### config.mk
export PLATFORM = sky130hd
export DESIGN_NAME = lls_front
export DESIGN_NICKNAME = d
export VERILOG_FILES = /design/src/sv/assert_macros.svh /design/src/sv/lls_pkg.sv /design/src/sv/lls_front.sv
export SDC_FILE = /design/constraint.sdc
export NUM_CORES = 1
export LEC_CHECK = 0
export ABC_AREA = 1
export BUFFER_PORTS_ARGS = -buffer_cell sky130_fd_sc_hd__buf_4
export CAP_MARGIN = 20
export CELL_PAD_IN_SITES_DETAIL_PLACEMENT = 1
export CELL_PAD_IN_SITES_GLOBAL_PLACEMENT = 2
export CORE_MARGIN = 5
export CORE_UTILIZATION = 28
export CTS_CLUSTER_DIAMETER = 50
export DETAILED_ROUTE_END_ITERATION = 6
export GPL_TIMING_DRIVEN = 0
export MAX_ROUTING_LAYER = met4
export PLACE_DENSITY = 0.9
export SETUP_SLACK_MARGIN = 0.4
export SLEW_MARGIN = 0
export SYNTH_ARGS = -nofsm -noshare
export SYNTH_HDL_FRONTEND = slang
export SYNTH_SLANG_ARGS = --single-unit
export TNS_END_PERCENT = 10
### constraint.sdc
create_clock -name clock -period 7.9 [get_ports clock]
set_input_delay 0.395 -clock clock [delete_from_list [all_inputs] [get_ports clock]]
set_output_delay 0.395 -clock clock [all_outputs]
set_load 0.02 [all_outputs]
### src/sv/assert_macros.svh
// Assertion macros used by the sharpener top level.
`ifndef ASSERT_MACROS_SVH
`define ASSERT_MACROS_SVH

// Same-cycle implication, checked at every rising clock edge outside reset.
`define ASSERT_IMPLIES(label, clk, rst, ante, cons, msg) \
   label: assert property (@(posedge clk) disable iff (rst) (ante) |-> (cons)) \
      else $error(msg);

// Next-cycle implication, checked at every rising clock edge outside reset.
`define ASSERT_NEXT(label, clk, rst, ante, cons, msg) \
   label: assert property (@(posedge clk) disable iff (rst) (ante) |=> (cons)) \
      else $error(msg);

`endif

### src/sv/lls_pkg.sv
// Shared types and constants of the luma Laplacian sharpener.
`default_nettype none

package lls_pkg;

   // configuration register widths and indexes
   localparam int WIDTH_REG_BITS  = 11;
   localparam int HEIGHT_REG_BITS = 13;
   localparam int AMOUNT_REG_BITS = 10;
   localparam int CSR_INDEX_BITS  = 2;
   localparam int CSR_DATA_BITS   = 13;

   localparam logic [CSR_INDEX_BITS-1:0] CSR_IMAGE_WIDTH    = 2'd0;
   localparam logic [CSR_INDEX_BITS-1:0] CSR_IMAGE_HEIGHT   = 2'd1;
   localparam logic [CSR_INDEX_BITS-1:0] CSR_SHARPEN_AMOUNT = 2'd2;

   localparam logic [WIDTH_REG_BITS-1:0]  WIDTH_RESET  = 11'd640;
   localparam logic [HEIGHT_REG_BITS-1:0] HEIGHT_RESET = 13'd480;
   localparam logic [AMOUNT_REG_BITS-1:0] AMOUNT_RESET = 10'd256;

   localparam int MAX_HEIGHT = 4096;
   localparam int ROW_BITS   = 12;
   localparam int PIXEL_BITS = 24;

   localparam logic [AMOUNT_REG_BITS-1:0] GAIN_MAX = 10'd512;

   // luma weights, Q.16, summing to 65536
   localparam logic [PIXEL_BITS-1:0] LUMA_RED   = 24'd13933;
   localparam logic [PIXEL_BITS-1:0] LUMA_GREEN = 24'd46871;
   localparam logic [PIXEL_BITS-1:0] LUMA_BLUE  = 24'd4732;

   localparam int QUEUE_DEPTH = 4;

   // position class of one pixel, set by the front end
   typedef struct packed {
      logic up_one;     // a row above exists
      logic up_two;     // two rows above exist
      logic left_ok;    // column at least 1
      logic left_two;   // column at least 2
      logic right_ok;   // a column to the right exists
      logic col_last;   // last column of the line
      logic last_row;   // last row of the frame
   } item_flags_type;

   typedef enum logic [2:0] {
      BK_IDLE,
      BK_FETCH,
      BK_RIGHT,
      BK_LUMA,
      BK_GAIN,
      BK_CHAN
   } back_state_type;

endpackage

`default_nettype wire

### src/sv/lls_front.sv
// Front end: accepts pixels, tracks the raster position and classifies it.
`default_nettype none

module lls_front import lls_pkg::*; #(
   parameter int MAX_WIDTH = 1024,
   parameter int ADDR_BITS = $clog2(MAX_WIDTH)
) (
   input  wire logic                       clock,
   input  wire logic                       reset,
   input  wire logic [WIDTH_REG_BITS-1:0]  cfg_width,
   input  wire logic [HEIGHT_REG_BITS-1:0] cfg_height,
   input  wire logic                       req_valid,
   output logic                            req_stall,
   input  wire logic [7:0]                 req_red_in,
   input  wire logic [7:0]                 req_green_in,
   input  wire logic [7:0]                 req_blue_in,
   input  wire logic                       q_full,
   output logic                            push_en,
   output logic      [PIXEL_BITS-1:0]      item_pixel,
   output logic      [ADDR_BITS-1:0]       item_x,
   output item_flags_type                  item_flags
);

   localparam int WW = $clog2(MAX_WIDTH + 1);
   localparam int CW = (WW > WIDTH_REG_BITS) ? WW : WIDTH_REG_BITS;

   logic [ADDR_BITS-1:0]       col_ff, col_in;
   logic [ROW_BITS-1:0]        row_ff, row_in;
   logic [CW-1:0]              cfg_w, w_eff, col_ext, x_ext, x_plus;
   logic [HEIGHT_REG_BITS-1:0] h_eff, y_pre, y_ext, y_plus;
   logic [ADDR_BITS-1:0]       x;
   logic [ROW_BITS-1:0]        y;

   always_comb begin
      cfg_w = CW'(cfg_width);
      if (cfg_w == '0) begin
         w_eff = CW'(1);
      end else if (cfg_w > CW'(MAX_WIDTH)) begin
         w_eff = CW'(MAX_WIDTH);
      end else begin
         w_eff = cfg_w;
      end

      if (cfg_height == '0) begin
         h_eff = HEIGHT_REG_BITS'(1);
      end else if (cfg_height > HEIGHT_REG_BITS'(MAX_HEIGHT)) begin
         h_eff = HEIGHT_REG_BITS'(MAX_HEIGHT);
      end else begin
         h_eff = cfg_height;
      end

      // a stale position past a narrowed line starts the next line
      col_ext = CW'(col_ff);
      if (col_ext >= w_eff) begin
         x     = '0;
         y_pre = HEIGHT_REG_BITS'(row_ff) + HEIGHT_REG_BITS'(1);
      end else begin
         x     = col_ff;
         y_pre = HEIGHT_REG_BITS'(row_ff);
      end
      y = (y_pre >= h_eff) ? '0 : y_pre[ROW_BITS-1:0];

      y_ext  = HEIGHT_REG_BITS'(y);
      y_plus = y_ext + HEIGHT_REG_BITS'(1);
      x_ext  = CW'(x);
      x_plus = x_ext + CW'(1);

      item_flags.up_one   = (y_ext != '0);
      item_flags.up_two   = (y_ext >= HEIGHT_REG_BITS'(2));
      item_flags.left_ok  = (x_ext != '0);
      item_flags.left_two = (x_ext >= CW'(2));
      item_flags.right_ok = (x_plus < w_eff);
      item_flags.col_last = (x_plus == w_eff);
      item_flags.last_row = (y_plus == h_eff);

      push_en = req_valid && !q_full;

      col_in = col_ff;
      row_in = row_ff;
      if (push_en) begin
         if (x_plus >= w_eff) begin
            col_in = '0;
            row_in = (y_plus >= h_eff) ? '0 : y_plus[ROW_BITS-1:0];
         end else begin
            col_in = x_plus[ADDR_BITS-1:0];
            row_in = y;
         end
      end
   end

   always_ff @(posedge clock) begin
      if (reset) begin
         col_ff <= '0;
         row_ff <= '0;
      end else begin
         col_ff <= col_in;
         row_ff <= row_in;
      end
   end

   assign req_stall  = q_full;
   assign item_pixel = {req_red_in, req_green_in, req_blue_in};
   assign item_x     = x;

endmodule

`default_nettype wire

======== Word level (Yosys, flattened, before mapping) ========
Cells that the tools add are included.
cells by class
  add/sub/neg operators ................... 3
  order comparisons ....................... 9
  equality and inequality tests ........... 2
  multiplexer cells ....................... 10
  reductions and logical operators ........ 6
operators by type and width
  cell                   count
  $mux 13                3
  $mux 12                3
  $add 12x1->13 const B  2
  $ge 13x13->1           2
  $mux 11                2
  $mux 10                2
  $eq 13x13->1           1
  $gt 13x13->1 const B   1
  $logic_not 13->1       1
  $ge 12x2->1 const B    1
  $reduce_bool 12->1     1
  $add 10x1->11 const B  1
  $eq 11x11->1           1
  $ge 10x11->1           1
  $ge 11x11->1           1
  $gt 11x11->1 const B   1
  $logic_not 11->1       1
  $lt 11x11->1           1
  $ge 10x2->1 const B    1
  $reduce_bool 10->1     1
  $logic_and 1x1->1      1
  $logic_not 1->1        1
storage, ports and cells
  register bits ........................... 22
  bits of input ports ..................... 52
  output and inout bits ................... 43
  word-level logic and storage cells ...... 32

======== Depth between registers and ports, before layout ========
  depth in word-level cells ............... 11
  gate-level depth with buffers ........... 46
  depth with buffers taken out ............ 45

======== Worst setup path after synthesis ========
Ideal clock, no wire load.
  path type ............................... input -> output
  start point ............................. input cfg_width[8]
  end point ............................... output item_flags[0] (netlist bit)
  arrival ................................. 5.589 ns
  required time ........................... 7.505 ns
  setup slack ............................. 1.916 ns
  stages on the path ...................... 34
  path buffers ............................ 1
  cells stage by stage .................... nor4_1 nand3_1 nand2_1 nand2_1 ha_1 nand4_1 nor2_1 nand2_2 nand3_4 inv_1 nor2_1 nand3_1 nor4_1 ha_1 nand2_1 inv_1 nand2_1 nand2_1 a21oi_1 nand2_1 nor2_1 buf_2 inv_1 nor2_1 ha_1 inv_1 nor3_2 nand4_1 and2_1 ha_1 nand2_1 nor2_1 nand4_1 nor4_1
RTL lines
  item             RTL line         text
  start, declared  lls_front.sv:10  input wire logic [WIDTH_REG_BITS-1:0] cfg_width,
  end, declared    lls_front.sv:21  output item_flags_type item_flags

======== Worst setup path in the final report ========
  start point ............................. input cfg_width[3]
  end point ............................... register row_ff[1]
on the way
  cells in the longest elaborated chain, start to end .. 11
  elaborated cells on any way between the ends .. 15
  classes of those cells .................. add/sub (2); order compare (5); mux (7); reduce/logical (1)
RTL lines
  item                  RTL line         text
  $gt 11x11->1          lls_front.sv:38  end else if (cfg_w > CW'(MAX_WIDTH)) begin
  $mux 11               lls_front.sv:38
  $mux 11 (*)           lls_front.sv:36  if (cfg_w == '0) begin
  $ge 10x11->1          lls_front.sv:54  if (col_ext >= w_eff) begin
  $mux 13               lls_front.sv:54
  $ge 13x13->1          lls_front.sv:61  y = (y_pre >= h_eff) ? '0 : y_pre[ROW_BITS-1:0];
  $mux 12               lls_front.sv:61
  $add 12x1->13         lls_front.sv:64  y_plus = y_ext + HEIGHT_REG_BITS'(1);
  $ge 13x13->1          lls_front.sv:83  row_in = (y_plus >= h_eff) ? '0 : y_plus[ROW_BITS-1:0];
  $mux 12               lls_front.sv:83
  $mux 12 (*)           lls_front.sv:81  if (x_plus >= w_eff) begin
  end signal, assigned  lls_front.sv:97  row_ff <= row_in;
  end, declared         lls_front.sv:28  logic [ROW_BITS-1:0] row_ff, row_in;
Every way passes the cells marked *; elsewhere a longest branch is shown, timed or not.
A chain may end at the register's enable or synchronous reset.

==> flow_summary.toml <==
[synth]
post_synth_instance_area_sq_mm = 0.00373
synth_seq_area_share_pct = 11.8
yosys_warnings = 0
synthesis.area_per_instance_sq_um = 6.04
synth_cells = 618
syn_nets = 724
yosysUniqueCellTypes = 36
ys_ff_latch = 22

[timing]
rsz0062_at_grt = "false"
fmaxAchievable_mhz = 145
clock-skew-final_ns = 0.00680
min_period_ns = 6.89
fin_hold_ws_ns = 0.512
tightest_slew_ns = 0.679
max_slew_margin_pct = 54.6
final_critical_path_setup_slack_ns = 1.01
setup_total_negative_slack_ns = 0
finalMaxSlewViolations = 0
final-hold-violation-count = 0
finalSetupViolCount = 0
final_min_period_over_clock_period_pct = 87.3

[placed_design]
port_buffers = 69
placement.setup.worst_slack_ns = 0.0680
placed_cells = 863
place.gp.congestion = 0.887
dp_hpwl_mm = 12.0

[cts]
cts_resized = 1
clk_path_buf_depth = 2
worst_setup_hold_path_clk_slew_ns = 0.07
hold_buffers = 0
numCtsBuffers = 3
cts_tree = "done"
cts-htree-levels = 1
clk-insertion-delay-late_ns = 0.26
cts.repair_timing.setup_buffer_count = 0
cts_root_buffer = "clkbuf_16"
tritoncts_num_sinks = 22

[setup_path]
cpPeakStageDelay_ns = 0.37
crit_slowest_cell = "ha_1"
required_ns = 8.07
cp-start-kind = "primary input"
critical_path.max_fanout = 10
worst_path_most_repeated_cell = "nand2_1"
critical_path.endpoint_type = "flip-flop"
criticalPathCategory = "primary input to flip-flop"
worst_ep_arrival_time_ns = 7.06

[floorplan]
site_row_count = 42
die_y_um = 125
die_w_um = 125
die_area_sq_mm = 0.0157
floorplan.initialDensity_pct = 28.4
core_area_sq_mm = 0.0131
boundaryPins = 95

[global_routing]
first_global_vias = 4408
largest_net_degree_at_the_start_of_global_routing = 14
grt_use_met1_pct = 24.1
grt_most_used_layer = "met2"
use_met2_pct = 28.6
grtUsageTotal_pct = 17.4
overflow = 0
grt_util_met3_pct = 1.19
antenna_found_initial = 0
first_pass_grt_wire_length_mm = 22.2

[final_layout]
antenna-diode-count = 0
finish.utilization_pct = 35.0
area_delta_synth_final_pct = 23.3
layout-drive-gt1-share_pct = 19.2
nets = 798
final_cell_mix = "170 x nand2_1, 95 x buf_4, 86 x inv_1, 54 x ha_1, 49 x nor2_1"
layout.cells.most_common = "nand2_1"
non_filler_cells_final = 867

[outcome]
run_status = "finished, final reports clean"

[drt]
num_vias = 4295
detail_route.vias_per_cell = 4.95
drtAntennaViolNets = 0
wirelength_mm = 13.7
first_iter_violations = 192
drcViolationCount = 0
avgRoutedWirePerCell_um = 15.8
drt_pre_antenna_iters = 4

[flow_run]
cap_viol_max_count = 0

[power]
ir_worst_vdd_v = 0.0000664
p_leak_nw = 2.33
power_per_cell_area_mw_per_mm2 = 103

[min_path]
class_of_the_most_critical_hold_timing_path = "flip-flop to flip-flop"
cells by family after synthesis:
| family | synth area share [%] |
|---|---|
| adder cells (fa/ha/maj) | 18.1 |
| buffers and inverters | 15.2 |
| XOR/XNOR | 3.52 |
| AO/OA/AOI/OAI | 10.4 |
| AND/OR/NAND/NOR | 41.0 |
| flip-flops | 11.8 |
path summary, 6_finish.rpt:
path | startpoint | endpoint | slack [ns] | cells after the start
worst max-delay path | cfg_width[3] | row_ff[1] | 1.01 | 43
worst min-delay path | col_ff[0] | col_ff[0] | 0.51 | 2
worst max register to register | col_ff[6] | row_ff[1] | 1.71 | 38
worst min register to register | col_ff[0] | col_ff[0] | 0.51 | 2
per-stage QoR:
step	area, sq um	power [W]
2_1_floorplan	3730	0.000252
3_3_place_gp	4470	0.000321
3_5_place_dp	4470	0.000326
4_1_cts	4580	0.000471
5_1_grt	4600	0.000501
6_report	4600	0.000473
sequential cells by signal, indices dropped and copies added (netlist names):
name and count:
col_ff 10, row_ff 12
area by class of cell:
type,instances,area (sq um)
fillers,1752,8530
multi-input cells,473,2750
repair buffers,69,518
flip-flops and latches,22,440
inverters,89,334
plain buffers,34,238
well taps,176,220
clock buffers,3,75.1
clock inverters,1,30.0
cells in the mapped netlist:
cell	count	area (sq um)
o21ai_0	14	70.1
o21ai_1	3	15.0
dfxtp_1	22	440
or3_1	1	6.26
nand3_4	1	17.5
buf_2	2	10.0
nor2_2	9	56.3
xor2_1	11	96.3
nand4_1	25	156
nor2_8	1	20.0
nor3_2	3	30.0
nor2_4	2	22.5
o22ai_1	2	12.5
o221ai_1	1	8.76
nand2_1	171	642
buf_6	1	11.3
nand2_2	4	25.0
o211ai_1	1	7.51
nand3_2	3	30.0
buf_4	26	195
nor2_1	51	191
a31oi_1	1	6.26
nand3_1	38	190
nor4_1	12	75.1
a211oi_1	1	7.51
nor3_1	6	30.0
clkbuf_1	5	18.8
a22oi_1	5	37.5
a31o_2	1	8.76
xnor2_1	4	35.0
a21oi_1	41	205
ha_1	54	676
inv_2	2	7.51
inv_1	87	327
and2_1	6	37.5
o21bai_1	1	7.51
where the power goes:
part	switching, W	total, W	internal [W]
registers	0.00000468	0.000118	0.000114
clock network	0.0000458	0.000147	0.000101
logic	0.000128	0.000208	0.0000797
total	0.000179	0.000473	0.000294
routing by layer:
layer | up-vias | routed length [um]
li1 | 2151 | -
met1 | 2042 | 6570
met2 | 95 | 6390
met3 | 7 | 652
met4 | 0 | 92
met5 | - | 0
worst max-delay path: cells and delay by family:
family,cells,cell delay (ns)
and+or+nand+nor,29,4.26
adders and majority gates,4,1.29
buffers and inverters,8,0.89
AOI/OAI and AO/OA,2,0.21
Power figures use the tool's default switching activity.
