<file path="src/sv/assert_macros.svh">
// Assertion macros used by the sharpener top level.
`ifndef ASSERT_MACROS_SVH
`define ASSERT_MACROS_SVH

// Same-cycle implication, checked at every rising clock edge outside reset.
`define ASSERT_IMPLIES(label, clk, rst, ante, cons, msg) \
   label: assert property (@(posedge clk) disable iff (rst) (ante) |-> (cons)) \
      else $error(msg);

// Next-cycle implication, checked at every rising clock edge outside reset.
`define ASSERT_NEXT(label, clk, rst, ante, cons, msg) \
   label: assert property (@(posedge clk) disable iff (rst) (ante) |=> (cons)) \
      else $error(msg);

`endif

</file>
<file path="src/sv/lls_queue.sv">
// Small register FIFO between the front end and the back end.
`default_nettype none

module lls_queue #(
   parameter int WIDTH = 32,
   parameter int DEPTH = 4
) (
   input  wire logic             clock,
   input  wire logic             reset,
   input  wire logic             push_en,
   input  wire logic [WIDTH-1:0] push_data,
   output logic                  full,
   input  wire logic             pop_en,
   output logic                  pop_valid,
   output logic      [WIDTH-1:0] pop_data
);

   localparam int PW = $clog2(DEPTH);
   localparam int CNT_BITS = $clog2(DEPTH + 1);

   logic [WIDTH-1:0]    slot_ff [DEPTH];
   logic [PW-1:0]       wr_ptr_ff, wr_ptr_in;
   logic [PW-1:0]       rd_ptr_ff, rd_ptr_in;
   logic [CNT_BITS-1:0] count_ff, count_in;

   function automatic logic [PW-1:0] ptr_step(input logic [PW-1:0] ptr);
      return (ptr == PW'(DEPTH - 1)) ? '0 : ptr + PW'(1);
   endfunction

   always_comb begin
      wr_ptr_in = push_en ? ptr_step(wr_ptr_ff) : wr_ptr_ff;
      rd_ptr_in = pop_en ? ptr_step(rd_ptr_ff) : rd_ptr_ff;
      count_in  = count_ff;
      if (push_en && !pop_en) begin
         count_in = count_ff + CNT_BITS'(1);
      end else if (pop_en && !push_en) begin
         count_in = count_ff - CNT_BITS'(1);
      end
   end

   always_ff @(posedge clock) begin
      if (reset) begin
         wr_ptr_ff <= '0;
         rd_ptr_ff <= '0;
         count_ff  <= '0;
      end else begin
         wr_ptr_ff <= wr_ptr_in;
         rd_ptr_ff <= rd_ptr_in;
         count_ff  <= count_in;
      end
   end

   always_ff @(posedge clock) begin
      if (push_en) begin
         slot_ff[wr_ptr_ff] <= push_data;
      end
   end

   assign full      = (count_ff == CNT_BITS'(DEPTH));
   assign pop_valid = (count_ff != '0);
   assign pop_data  = slot_ff[rd_ptr_ff];

endmodule

`default_nettype wire

</file>
<file path="config.mk">
export PLATFORM = sky130hd
export DESIGN_NAME = lls_queue
export DESIGN_NICKNAME = d
export VERILOG_FILES = /design/src/sv/assert_macros.svh /design/src/sv/lls_queue.sv
export SDC_FILE = /design/constraint.sdc
export NUM_CORES = 1
export LEC_CHECK = 0
export BUFFER_PORTS_ARGS = -buffer_cell sky130_fd_sc_hd__buf_2
export CORE_ASPECT_RATIO = 1.5
export CORE_MARGIN = 3
export CORE_UTILIZATION = 40
export CTS_BUF_LIST = sky130_fd_sc_hd__clkbuf_8 sky130_fd_sc_hd__clkbuf_16
export DETAILED_ROUTE_END_ITERATION = 8
export SLEW_MARGIN = 10
export SYNTH_ARGS = -nofsm -noshare
export SYNTH_HDL_FRONTEND = slang
export SYNTH_SLANG_ARGS = --single-unit
</file>
<file path="constraint.sdc">
create_clock -name clock -period 2.8 [get_ports clock]
set_input_delay 0.56 -clock clock [delete_from_list [all_inputs] [get_ports clock]]
set_output_delay 0.56 -clock clock [all_outputs]
set_load 0.1 [all_outputs]
</file>
* Word level (Yosys, flattened, before mapping)
Memory sizes are Yosys's and may differ from the RTL's. A register that Yosys moved wholly into a read port is not among the register bits. Index checks and enable logic that the tools add are counted.
Word-level totals: bits in registers 7, bits in latches 0, bits in writable memories 128, ROM bits 0, output and inout bits 34, word-level logic and storage cells 25, memories 1
Cells by class: $add $sub $neg 4, multipliers 0, divide/modulo/power cells 0, order comparisons 0, equal/unequal tests 3, shift-type cells 0, multiplexer cells 8, bitwise operators 0, reductions and logical operators 6
Memory list:
- slot_ff | depth 4, bits a word 32, read ports 1, clocked after memory_dff 1, write ports 1, line lls_queue.sv:21 | logic [WIDTH-1:0] slot_ff [DEPTH];
Operators by type and width (number):
- 2-to-1 mux 2 bit | 4
- 2-to-1 mux 3 bit | 2
- adder 2 x 1 -> 2 bit (second input constant) | 2
- == test 2 bit (second input constant) | 2
- adder 3 x 1 -> 3 bit (second input constant) | 1
- == test 3 bit (second input constant) | 1
- nonzero test 3 bit | 1
- subtractor 3 x 1 -> 3 bit (second input constant) | 1
- logical AND 1 bit | 2
- logical NOT 1 bit | 2
- 2-to-1 mux 1 bit | 2
- nonzero test 2 bit | 1

* Depth between registers and ports, before layout
Gate-level depths: netlist of run 1.
depth after elaboration 4, depth in mapped cells 7, gate-level depth less buffers 7

* Worst setup path before layout of run 1
No wires, ideal clock.
path kind register to output, start register count_ff[0], end output port full, arrival time 2547 ps, required time 2240 ps, setup slack -307 ps, cell stages (with the launch flop) 2, cells stage by stage dfxtp_1 -> nor3b_1
Between the ends: longest elaborated chain between the ends 1
RTL lines:
- from (decl) | line lls_queue.sv:24 | logic [CNT_BITS-1:0] count_ff, count_in;
- from (signal assigned) | line lls_queue.sv:49 | count_ff <= count_in;
- == test 3 bit | line lls_queue.sv:59 | assign full = (count_ff == CNT_BITS'(DEPTH));
- to (decl) | line lls_queue.sv:12 | output logic full,
Every way passes these cells.

==> results of run 1 <==
-- cells by family (layout without fill, tap and decap cells) --
kind of cell,after synthesis,count (layout),share of synthesized area
AOI/OAI and AO/OA,3,3,0.00294
xor gates and xnor gates,2,2,0.00344
adders and majority gates,7,7,0.0186
buffers and inverters,11,113,0.0199
DFF,137,137,0.789
muxes,36,36,0.151
other,0,1,0
and+or+nand+nor,15,15,0.0155
-- power groups by stage --
stage,registers (W),clock network (W),logic [W]
global route,0.00239,0.00234,0.000911
CTS,0.00238,0.00224,0.000884
global placement,0.00242,0,0.000876
floorplan,0.00241,0,0.000732
finish,0.00238,0.00220,0.000872
detailed placement,0.00243,0,0.000882
-- flip-flops by register name, summed over array words and instances, names as in the netlist, named ones only --
| name | cells |
|---|---|
| count_ff | 3 |
| rd_ptr_ff | 2 |
| slot_ff | 128 |
| wr_ptr_ff | 2 |
-- stage by stage --
stage,setup slack (ns),hold slack [ns],std cells,area [um2],util
5_1_grt,0.0643,0.343,466,6270,0.514
4_1_cts,0.125,0.342,466,6270,0.514
3_5_place_dp,0.572,0.492,434,5670,0.465
6_report,0.170,0.358,467,6270,0.514
2_1_floorplan,0.676,0.454,211,5100,-
3_3_place_gp,0.557,0.486,434,5670,0.465
-- Yosys cell counts, drive strengths merged --
cell type | instances | area (um2)
xor2 | 2 | 17.5
nor3b | 2 | 15.0
ha | 6 | 75.1
a21oi | 2 | 10.0
dfxtp | 9 | 180
mux2i | 4 | 40.0
inv | 4 | 15.0
and2 | 4 | 25.0
fa | 1 | 20.0
o21ai | 1 | 5.00
mux4 | 32 | 728
buf | 7 | 86.3
or3 | 2 | 12.5
nor2 | 7 | 26.3
edfxtp | 128 | 3840
-- path summary, 6_finish.rpt --
path	start	end	slack, ns	depth (start not counted)
max reg2reg	wr_ptr_ff[0]$_SDFFE_PP0P_	slot_ff[0][11]$_DFFE_PP_	1.17	4
min reg2reg	count_ff[2]$_SDFFE_PP0P_	count_ff[2]$_SDFFE_PP0P_	0.50	2
min	push_data[17]	slot_ff[0][17]$_DFFE_PP_	0.36	1
max	flip-flop	pop_data[13]	0.17	3
-- area by class of cell --
| class | count | area, um2 | share of cell area |
|---|---|---|---|
| sequential | 137 | 4030 | 0.642 |
| multi-input combinational | 63 | 985 | 0.157 |
| timing repair buffer | 77 | 455 | 0.0727 |
| clock buffer | 17 | 425 | 0.0679 |
| tap | 153 | 191 | 0.0305 |
| clock inverter | 15 | 168 | 0.0267 |
| inverter | 4 | 15.0 | 0.00240 |
| antenna | 1 | 2.50 | 0.000399 |
-- placed cells by master, fill, tap and decap left out --
master      Yosys  final
inv_6           0      5
inv_1           4      4
dfxtp_2         0      2
o21ai_0         1      1
buf_4           0      4
clkinv_1        0      1
inv_8           0      1
clkinvlp_4      0      3
buf_12          3      4
xor2_1          2      2
clkbuf_16       0     17
mux4_2         30     30
nor3b_1         2      1
nor3b_2         0      1
a21oi_1         2      2
and2_2          0      4
mux2i_1         4      4
bufinv_16       0      2
ha_1            6      6
diode_2         0      1
edfxtp_1      128    128
nor2_1          7      7
clkinv_4        0      3
mux4_1          2      2
dfxtp_1         9      7
buf_2           3     69
fa_1            1      1
or3_1           2      2
-- layer usage --
layer,track usage,up-vias
li1,-,1066
met1,0.150,1250
met2,0.215,56
met3,0.0545,14
met4,0.0647,0
met5,0,-
==> flow_metrics.env, run 1 <==
export IMPL_cp_top_family="multiplexers"
export IMPL_nFillCells=977
export IMPL_rsz0062_at_grt="no"
export IMPL_core_area_mm2=0.0122
export IMPL_maxCapViolCount=0
export IMPL_grt_pass1_vias=2472
export IMPL_fin_crit_ns=2.63
export IMPL_area_delta_synth_final_pct=22.9
export IMPL_fmax_mhz=380
export IMPL_final_nets=343
export IMPL_grtUsageTotal=0.131
export IMPL_crit_fanout=19
export IMPL_die_h_um=144
export IMPL_pwr_density_cell_mw_per_mm2=869
export IMPL_slew_headroom=0.653
export IMPL_hold_class="in2reg"
export IMPL_clockBufferDepth=2
export IMPL_clk_latency_ns=0.41
export IMPL_row_count=49
export IMPL_ios=70
export IMPL_cts_buffers=17
export IMPL_synth_cells=211
export IMPL_top_layer_used="met4"
export IMPL_seq_power_share=0.437
export IMPL_hold_buffers=0
export IMPL_fin_worst_skew_ns=0.00718
export IMPL_die_area_mm2=0.0142
export IMPL_worstPathCellList="buf_12 -> mux4_1 -> buf_2"
export IMPL_setup_viol=0
export IMPL_p_sw_frac=0.291
export IMPL_root_buffer="clkbuf_16"
export IMPL_yosysSeqAreaShare=0.789
export IMPL_drc=0
export IMPL_syn_cell_area_mm2=0.00510
export IMPL_drive_gt1_frac=0.463
export IMPL_first_iter_violations=98
export IMPL_wl_um=8830
export IMPL_ir_drop_v=0.000443
export IMPL_endpoint_kind="primary output"
export IMPL_wl_met1_um=3500
export IMPL_post_dp_hpwl_um=5430
export IMPL_ys_warnings_count=0
export IMPL_cts_repair_resized=0
export IMPL_pwr_share_clk=0.403
export IMPL_finalPower_w=0.00545
export IMPL_period_share=0.939
export IMPL_slowest_stage="mux4_1"
export IMPL_slew_viol_final=0
export IMPL_clock_sinks=137
export IMPL_die_w_um=98.2
export IMPL_initial_core_util=0.418
export IMPL_status="finished, final reports clean"
export IMPL_synth_distinct_cells=18
export IMPL_num_vias=2386
export IMPL_start_kind="flip-flop"
export IMPL_grt_max_degree=33
export IMPL_p_comb_frac=0.160
export IMPL_crit_type="reg2out"
export IMPL_clk_pin_slew_ns=0.06
export IMPL_avgViaCountPerCell=5.11
export IMPL_worst_slew_pin_slew_ns=0.520
export IMPL_cts_setup_buffers=0
export IMPL_htreeDepth=4
export IMPL_antenna_found_initial=0
export IMPL_drt_first_pass_iters=4
export IMPL_p_leak_nw=2.18
export IMPL_required_ns=2.24
export IMPL_ant_nets=0
export IMPL_wl_met2_um=4660
export IMPL_grt_overflow_total=0
export IMPL_hold_viol=0
export IMPL_worst_path_buf_inv=2
export IMPL_cts_tree="done"
export IMPL_fin_tns_setup_ns=0
export IMPL_ys_seq_elements=137
export IMPL_p_int_w=0.00386
export IMPL_gp_congestion=0.669
export IMPL_critical_path_arrival_ns=2.07
export IMPL_grt_pass1_wl_um=13500
export IMPL_max_stage_delay_ns=0.58
export IMPL_power_switching_w=0.00159
export IMPL_avgSynthCellArea_um2=24.2
export IMPL_wl_met3_um=489
export IMPL_io_buffers=69
export IMPL_wire_per_inst_um=18.9
export IMPL_syn_nets=254
Note: power is estimated with default switching activity, not from simulation.
==> run 2: changes to the inputs <==
--- a/config.mk
+++ b/config.mk
@@ -11,6 +11,7 @@
 export CORE_UTILIZATION = 40
 export CTS_BUF_LIST = sky130_fd_sc_hd__clkbuf_8 sky130_fd_sc_hd__clkbuf_16
 export DETAILED_ROUTE_END_ITERATION = 8
+export SETUP_SLACK_MARGIN = 0.2
 export SLEW_MARGIN = 10
 export SYNTH_ARGS = -nofsm -noshare
 export SYNTH_HDL_FRONTEND = slang
==> flow_metrics.env, run 2 (synthesis gave the netlist of run 1 again) <==
export IMPL_status="finished, final reports clean"
export IMPL_clk_latency_ns=0.41
export IMPL_row_count=49
export IMPL_drc=0
export IMPL_worst_slew_pin_slew_ns=0.517
export IMPL_core_area_mm2=0.0122
export IMPL_ios=70
export IMPL_grt_max_degree=33
export IMPL_first_iter_violations=96
export IMPL_die_w_um=98.2
export IMPL_ir_drop_v=0.000445
export IMPL_p_leak_nw=2.19
export IMPL_die_area_mm2=0.0142
export IMPL_top_regs="slot_ff x128, count_ff x3"
export IMPL_slew_viol_final=0
export IMPL_final_nets=343
export IMPL_drive_gt1_frac=0.463
export IMPL_nFillCells=976
export IMPL_drt_first_pass_iters=4
export IMPL_grtUsageTotal=0.131
export IMPL_root_buffer="clkbuf_16"
export IMPL_hold_class="in2reg"
export IMPL_final_common_cell="edfxtp_1"
export IMPL_critical_path_arrival_ns=1.96
export IMPL_hold_viol=0
export IMPL_clock_sinks=137
export IMPL_slowest_stage="mux4_2"
export IMPL_num_vias=2396
export IMPL_pwr_density_cell_mw_per_mm2=869
export IMPL_fin_tns_setup_ns=0
export IMPL_crit_type="reg2out"
export IMPL_placed_cell_area_mm2=0.00567
export IMPL_max_stage_delay_ns=0.54
export IMPL_largest_reg_flops=128
export IMPL_start_kind="flip-flop"
export IMPL_ant_nets=0
export IMPL_maxCapViolCount=0
export IMPL_setup_viol=0
export IMPL_rsz0062_at_grt="no"
export IMPL_initial_core_util=0.418
export IMPL_hold_buffers=0
export IMPL_cts_tree="done"
export IMPL_gp_congestion=0.669
export IMPL_antenna_found_initial=0
export IMPL_fmax_mhz=397
export IMPL_cts_buffers=17
export IMPL_endpoint_kind="primary output"
export IMPL_io_buffers=69
export IMPL_grt_pass1_vias=2472
export IMPL_post_dp_hpwl_um=5430
export IMPL_slew_headroom=0.656
export IMPL_layout_common_cells="edfxtp_1 (128), buf_2 (68), mux4_2 (30), clkbuf_16 (17)"
export IMPL_fin_crit_ns=2.52
export IMPL_required_ns=2.24
export IMPL_finish_utilization=0.514
export IMPL_grt_pass1_wl_um=13500
export IMPL_avgViaCountPerCell=5.13
export IMPL_clockBufferDepth=2
export IMPL_max_flop_register="slot_ff"
export IMPL_fin_worst_skew_ns=0.00730
export IMPL_crit_fanout=19
export IMPL_htreeDepth=4
export IMPL_die_h_um=144
export IMPL_design_area_mm2=0.00627
export IMPL_period_share=0.899
export IMPL_area_delta_synth_final_pct=23.0
export IMPL_wire_per_inst_um=18.9
export IMPL_grt_overflow_total=0
export IMPL_clk_pin_slew_ns=0.06
export IMPL_wl_um=8820
export IMPL_worstPathCellList="buf_12 -> mux4_2 -> buf_2"
==> run 2: area by class of cell <==
cell class              instances  area [um2]  share of cell area
well taps                     153         191              0.0305
multi-input cells              63         985               0.157
clock inverters                15         168              0.0267
diodes                          1        2.50            0.000399
flip-flops and latches        137        4030               0.642
repair buffers                 77         458              0.0730
clock buffers                  17         425              0.0678
inverters                       4        15.0             0.00239
==> run 2: power by group <==
group | internal [W] | switching, W
registers | 0.00234 | 0.0000386
clock network | 0.00133 | 0.000868
logic | 0.000194 | 0.000680
==> run 2: repair_timing <==
item / 4_1_cts / 5_1_grt
endpoints found under the setup margin: 24 / 1
setup buffers: 0 / 0
pin swaps: 0 / 0
resized for setup: 1 / 2
==> run 2: final timing paths <==
path	depth (start not counted)	end	from	slack (ns)
worst max-delay path	3	pop_data[6]	flip-flop	0.28
worst min-delay path	1	slot_ff[0][17]$_DFFE_PP_	push_data[17]	0.36
worst max register to register	4	slot_ff[0][11]$_DFFE_PP_	wr_ptr_ff[0]$_SDFFE_PP0P_	1.17
worst min register to register	2	count_ff[2]$_SDFFE_PP0P_	count_ff[2]$_SDFFE_PP0P_	0.50
==> run 2: per-layer routing <==
metal,vias to the layer above,routed length (um),global-route usage,part of all wire
met5,-,0,0,0
met4,0,217,0.0647,0.025
met3,16,493,0.0545,0.056
met2,57,4610,0.215,0.52
met1,1256,3500,0.150,0.40
li1,1067,-,-,-
==> run 2: worst max-delay path: cells and delay by family (launching register included) <==
family	cells	cell delay, ns
flip-flops	1	0.44
buffers and inverters	2	0.54
multiplexers	1	0.54
==> run 2: per-stage QoR <==
stage	cells	hold slack [ns]	total power (W)	setup WS, ns
after floorplan	211	0.454	0.00314	0.676
after CTS	466	0.342	0.00551	0.212
after global routing	466	0.343	0.00564	0.207
after detailed placement	434	0.492	0.00331	0.572
after global placement	434	0.486	0.00330	0.557
final	467	0.357	0.00545	0.283
==> run 3: changes to the inputs <==
==> constraint.sdc (replaced) <==
create_clock -name clock -period 2.8 [get_ports clock]
set_input_delay 0.28 -clock clock [delete_from_list [all_inputs] [get_ports clock]]
set_output_delay 0.28 -clock clock [all_outputs]
set_load 0.1 [all_outputs]
==> flow_metrics.env, run 3 (synthesis gave the netlist of run 1 again) <==
export IMPL_largest_reg_flops=128
export IMPL_ir_drop_v=0.000485
export IMPL_setup_viol=0
export IMPL_pwr_density_cell_mw_per_mm2=888
export IMPL_required_ns=2.52
export IMPL_hold_class="in2reg"
export IMPL_row_count=49
export IMPL_final_nets=342
export IMPL_die_w_um=98.2
export IMPL_max_flop_register="slot_ff"
export IMPL_fmax_mhz=445
export IMPL_grt_max_degree=22
export IMPL_status="finished, final reports clean"
export IMPL_fin_tns_setup_ns=0
export IMPL_ios=70
export IMPL_worst_slew_pin_slew_ns=0.506
export IMPL_post_dp_hpwl_um=5750
export IMPL_maxCapViolCount=0
export IMPL_antenna_found_initial=2
export IMPL_die_area_mm2=0.0142
export IMPL_layout_common_cells="edfxtp_1 (128), buf_2 (69), mux4_2 (30), clkbuf_16 (17)"
export IMPL_clk_pin_slew_ns=0.06
export IMPL_avgViaCountPerCell=5.04
export IMPL_top_regs="slot_ff x128, count_ff x3"
export IMPL_area_delta_synth_final_pct=22.6
export IMPL_design_area_mm2=0.00625
export IMPL_first_iter_violations=56
export IMPL_io_buffers=69
export IMPL_die_h_um=144
export IMPL_clk_latency_ns=0.40
export IMPL_wire_per_inst_um=19.3
export IMPL_crit_fanout=17
export IMPL_endpoint_kind="primary output"
export IMPL_htreeDepth=4
export IMPL_gp_congestion=0.671
export IMPL_drc=0
export IMPL_ant_nets=0
export IMPL_crit_type="reg2out"
export IMPL_clockBufferDepth=2
export IMPL_fin_worst_skew_ns=0.00586
export IMPL_hold_viol=0
export IMPL_cts_repair_resized=0
export IMPL_cts_tree="done"
export IMPL_finalPower_w=0.00555
export IMPL_slew_headroom=0.665
export IMPL_start_kind="flip-flop"
export IMPL_fin_crit_ns=2.24
export IMPL_drt_first_pass_iters=4
export IMPL_period_share=0.802
export IMPL_root_buffer="clkbuf_16"
export IMPL_grt_overflow_total=0
export IMPL_p_leak_nw=2.18
export IMPL_drive_gt1_frac=0.462
export IMPL_final_common_cell="edfxtp_1"
export IMPL_hold_buffers=0
export IMPL_num_vias=2350
export IMPL_placed_cell_area_mm2=0.00563
export IMPL_initial_core_util=0.418
export IMPL_rsz0062_at_grt="no"
export IMPL_clock_sinks=137
export IMPL_slew_viol_final=0
export IMPL_cts_buffers=17
export IMPL_grt_pass1_wl_um=14100
export IMPL_critical_path_arrival_ns=1.96
export IMPL_core_area_mm2=0.0122
export IMPL_grt_pass1_vias=2596
export IMPL_cts_setup_buffers=0
export IMPL_grtUsageTotal=0.136
export IMPL_wl_um=8990
run 3: path summary, 6_finish.rpt:
kind | startpoint | end | slack [ns] | cells after the start
setup reg to reg | wr_ptr_ff[0]$_SDFFE_PP0P_ | slot_ff[2][17]$_DFFE_PP_ | 1.09 | 4
hold / removal | push_data[22] | slot_ff[0][22]$_DFFE_PP_ | 0.09 | 1
hold reg to reg | count_ff[2]$_SDFFE_PP0P_ | count_ff[2]$_SDFFE_PP0P_ | 0.49 | 2
setup / recovery | flip-flop | pop_data[12] | 0.56 | 3
run 3: per-stage QoR:
step           std cells  hold WS, ns  setup slack (ns)   util
2_1_floorplan        211        0.349             0.956      -
3_3_place_gp         433        0.477             0.952  0.461
3_5_place_dp         433        0.491             0.948  0.461
4_1_cts              465       0.0682             0.496  0.512
5_1_grt              466       0.0697             0.430  0.513
6_report             466       0.0894             0.555  0.513
run 3: critical path: stages, from the launching register on:
cell and delay, ns:
dfxtp_2 0.32, buf_4 0.32, mux4_1 0.60, buf_2 0.31
run 3: report_power, final:
group          switching (W)  internal, W
combinational       0.000679     0.000186
clock               0.000816      0.00149
sequential         0.0000381      0.00234
total                0.00153      0.00402
run 3: layout make-up:
cell class,instances,area [um2]
Inverter,4,15.0
Fill cell,972,5950
Timing Repair Buffer,76,410
Multi-Input combinational cell,63,985
Clock inverter,15,199
Clock buffer,17,425
Antenna cell,1,2.50
Tap cell,153,191
Sequential cell,137,4030
run 3: routing by layer:
metal / vias to the layer above / wire, um / global-route usage
li1: 1058 / - / -
met1: 1222 / 3350 / 0.142
met2: 56 / 4970 / 0.239
met3: 12 / 502 / 0.0589
met4: 2 / 157 / 0.0576
met5: - / 13 / 0
